==> src/rtl/flm_ram.sv <==
// Generic simple dual-port RAM with registered read.
module flm_ram #(
  parameter int WIDTH = 8,
  parameter int DEPTH = 16
) (
  input  logic                     clk_i,
  input  logic                     we_i,
  input  logic [$clog2(DEPTH)-1:0] waddr_i,
  input  logic [WIDTH-1:0]         wdata_i,
  input  logic                     re_i,
  input  logic [$clog2(DEPTH)-1:0] raddr_i,
  output logic [WIDTH-1:0]         rdata_o
);

  logic [WIDTH-1:0] mem [DEPTH];

  always_ff @(posedge clk_i) begin
    if (we_i) begin
      mem[waddr_i] <= wdata_i;
    end
    if (re_i) begin
      rdata_o <= mem[raddr_i];
    end
  end

endmodule

==> config.mk <==
export PLATFORM = sky130hd
export DESIGN_NAME = flm_ram
export DESIGN_NICKNAME = d
export VERILOG_FILES = /design/src/rtl/flm_ram.sv
export SDC_FILE = /design/constraint.sdc
export NUM_CORES = 1
export LEC_CHECK = 0
export ABC_AREA = 1
export ABC_CLOCK_PERIOD_IN_PS = 1250
export BUFFER_PORTS_ARGS = -buffer_cell sky130_fd_sc_hd__buf_2
export CAP_MARGIN = 0
export CORE_ASPECT_RATIO = 1.1
export CORE_MARGIN = 10
export CORE_UTILIZATION = 24
export CTS_CLUSTER_DIAMETER = 200
export DETAILED_ROUTE_END_ITERATION = 6
export GPL_ROUTABILITY_DRIVEN = 1
export MAX_ROUTING_LAYER = met4
export SETUP_SLACK_MARGIN = 0.5
export SYNTH_ARGS = -nofsm -noshare
export SYNTH_HDL_FRONTEND = slang
export SYNTH_SLANG_ARGS = --single-unit
export TNS_END_PERCENT = 1
==> constraint.sdc <==
create_clock -name clk_i -period 1.25 [get_ports clk_i]
set_input_delay 0.375 -clock clk_i [delete_from_list [all_inputs] [get_ports clk_i]]
set_output_delay 0.375 -clock clk_i [all_outputs]
set_load 0.05 [all_outputs]
Word level (Yosys, flattened, before mapping)
Memory sizes are Yosys's and may differ from the RTL's. A register that Yosys moved wholly into a read port is not among the register bits.
Cells that the tools add are included.
{"block": "classes", "n_mux": 2}
{"op": "$mux 1", "count": 2}
{"block": "totals", "regBits": 0, "memories": 1, "word_cells": 3, "ram_bits": 128, "out_inout_bits": 8, "input_bits": 19}
{"memory": "mem", "depth": 16, "word_bits": 8, "rd": 1, "rd_ports_with_merged_regs": 1, "wr": 1, "line_no": "15", "text": "logic [WIDTH-1:0] mem [DEPTH];"}

Depth between registers and ports, before layout
{"block": "logic_depth", "ltp_word": 2, "mapped_depth": 8, "mapped_depth_nobuf": 7}

Worst setup path before layout
No wires, ideal clock.
{"block": "synth_path", "path_type": "input -> register", "start": "input port waddr_i[3]", "end": "memory mem[4][0] (enable)", "n_path_buf": 0, "required_ns": 0.880, "slack_ns": -0.076, "arrival_ns": 0.956, "cell_stages": 2, "setup_time_ns": 0.370, "path_cell_list": "nand3b_1 -> nor2_1"}
{"element": "from (decl)", "line_no": "8", "text": "input logic [$clog2(DEPTH)-1:0] waddr_i,"}
{"element": "to (decl)", "line_no": "15"}
Straight into the memory's write port.

Worst setup path after layout
{"block": "layout_path", "start": "register rdata_o[4], read port of mem", "end": "output port rdata_o[4]"}
{"element": "from (decl)", "line_no": "12", "text": "output logic [WIDTH-1:0] rdata_o"}
No word-level cell between the ends.

==> results by group <==
Status
  – Status: complete, but fails checks
  – Violated checks: setup timing

Drt
  – Initial DRC count: 194
  – Post-DRT Antenna Nets: 0
  – WL/cell: between 10 and 15 um
  – Vias per inst: 4.21
  – Router iterations before antenna repair: 4
  – Vias: about 3900
  – Remaining DRCs: 0
  – Post-Route WL: 13.9 mm

Power
  – Flop pwr share: 0.481
  – Cell-internal power: 8.38 mW
  – Psw: 2.37 mW
  – Comb power frac: 0.088
  – Pwr dens: between 1000 and 1500 nW/um^2
  – Net Sw Frac: 0.221
  – Worst IR drop on VDD: 0.000935 V
  – Leak: 3.23 nW
  – Pwr Total: 10.8 mW
  – Clock share of power: 0.430

Min path
  – Min-delay worst type: in2reg
  – Hold-critical path endpoint: rdata_o[1]
  – Hold Path Depth: 1
  – Min-delay src: re_i

Setup path
  – Slowest CP cell: edfxtp_1
  – Max stage delay on crit path: ~0.45 ns
  – Worst R2R Path Depth: 6
  – CP cell instances: buf_6
  – CP Max Fanout: 1
  – Worst Setup Start Kind: register
  – FF-to-FF End: rdata_o[7]
  – WP data required: 0.88 ns
  – Critical path capture point type: output pin
  – Buf/Inv on CP: 1
  – Worst Setup SP: rdata_o[4]
  – R2r startpoint: mem[14][7]
  – Critical path class: reg2out
  – R2R setup slack: 0.19 ns
  – Crit-path leading delay family: flip-flops
  – Critical Path Stages: 1
  – CP Data Arrival Time: 1.05 ns

Floorplanning
  – # IOs: 27
  – Die width: 169 um
  – CORE AREA: around 24000 sq um
  – Die Area: 31000 sq um
  – Die Y: approximately 180 um
  – Core Rows: 59
  – Starting Density: 0.245

Global route
  – Largest net degree at the start of global routing: 30
  – Initial antenna violation count: 3
  – Number of global-route vias before repair: 3886
  – First-pass GRT wire length: 21.7 mm
  – GRT Total Usage: 0.0936
  – GRT Residual Overflow: 0

STA
  – Max-slew violation count: 0
  – Slew @ Worst Pin: 0.421 ns
  – Worst Slack Setup Final: -0.177 ns
  – TNS Setup: -0.907 ns
  – Setup Viol. Count Final: 8
  – Fin crit period: 1.43 ns
  – Final hold vios: 0
  – Final clock skew: 0.00452 ns
  – Relative slew slack: 0.719
  – Max Clk Rate: 0.701 GHz
  – Unrepaired setup endpoints after global routing: true
  – Post-route clock period utilization: 1.14

Logic synthesis
  – Syn Std Cell Area: around 5800 sq um
  – Synth area leaders: edfxtp_1 (70%), nand2_1 (11%), nand3_1 (8.3%), inv_1 (6.4%), buf_6 (1.2%)
  – Synth cell count leaders: nand2_1 (173), edfxtp_1 (136), inv_1 (100)
  – Synth Flop Type: edfxtp_1
  – Yosys top cell by area: edfxtp_1
  – Library cells used by synthesis: 11
  – Synth async-reset ratio: 0
  – Yosys warning total: 0
  – Post-synth EDFFs: 136
  – Count leader, synth: nand2_1
  – Share of the synthesized area in the top cell type: 0.698
  – Syn Inst Count: 551
  – Mapped Avg Cell Area: around 11 sq um
  – Seq/Total Area, Yosys: 0.698
  – Synth Net Count: 570
  – Synth Register Bits: 136

Placement
  – Placed Cells incl. Taps: 897
  – DP HPWL: between 9 and 10 mm
  – Area after DPL: between 6000 and 7000 sq um
  – Port Buffers: 26
  – RePlAce Congestion: 0.820

Clock tree
  – CTS Buffer Depth: 2
  – Max H-tree Level: 4
  – Post-CTS Hold Fix Bufs: 0
  – Clock transition at path regs: 0.05 ns
  – Clock Sinks: 136
  – Post-CTS Setup Inserts: 0
  – Clock Latency Late Sink: 0.41 ns
  – CTS Root Cell: clkbuf_16
  – CTS tree: done
  – Total CTS buffers: 17

Finish
  – Final Non-Filler Cells: 932
  – Fraction of layout cells with a size suffix above 1: 0.272
  – Area delta synth->final: 34.9%
  – Post-route cell area: 7890 sq um
  – Layout Nets: 630
  – Filler instances: approximately 2400
  – Fin util: 0.331

Run
  – Max-cap violations: 0
[cells in the final DEF (no fill, tap or decap), types with 12 or more instances in the layout]
cell type / count
buf_12: 24
buf_2: 12
buf_4: 13
buf_6: 13
clkbuf_16: 17
edfxtp_1: 136
inv_1: 96
nand2_1: 166
nand3_1: 46
nand3_2: 50
[what timing repair did]
action                                  CTS  global route
pin swaps                                58            56
endpoints found under the setup margin  144           144
gates resized for setup                  79            50
[kinds of logic (layout without fill, tap and decap cells)]
logic type / Yosys count / after routing / synth area share
buffers and inverters: 126 / 199 / 0.0939
DFF: 136 / 136 / 0.698
other: 0 / 3 / 0
and+or+nand+nor: 289 / 289 / 0.208
[through the flow]
stage                     hold WS [ns]  setup WS [ns]
final                            0.334         -0.177
after global routing             0.321         -0.214
after floorplan                  0.474        0.00136
after CTS                        0.318         -0.175
after global placement           0.726         -0.275
after detailed placement         0.730         -0.321
[power by group through the flow]
stage / Sequential [mW] / Combinational (mW) / Clock [mW]
floorplan: 5.33 / 0.370 / 0
global placement: 5.26 / 0.770 / 0
detailed placement: 5.26 / 0.782 / 0
CTS: 5.18 / 0.889 / 4.70
global route: 5.18 / 1.04 / 4.93
finish: 5.18 / 0.951 / 4.63
[worst max path at each step]
stage                 endpoint  slack, ns
global route        rdata_o[4]      -0.21
finish              rdata_o[4]      -0.18
detailed placement  rdata_o[7]      -0.32
global placement    rdata_o[7]      -0.28
CTS                 rdata_o[4]      -0.18
floorplan           mem[10][0]      0.001
[registers in the layout (all words and copies together) (netlist names)]
signal and cells:
rdata_o 8, mem 128
[layer usage]
metal / wire [um] / track usage
met5: 0 / -
met4: 235 / 0.0345
met3: 621 / 0.0267
met2: 6900 / 0.148
met1: 6130 / 0.112
[final cells by class]
class                      count  area [sq um]  area share
clock buffer                  20           437      0.0554
antenna                        3          7.51    0.000952
inverter                     102           405      0.0514
clock inverter                12           109      0.0138
tap                          305           382      0.0484
multi-input combinational    289          1630       0.207
sequential                   136          4080       0.518
timing repair buffer          65           830       0.105
(Power assumes the default switching activity.)
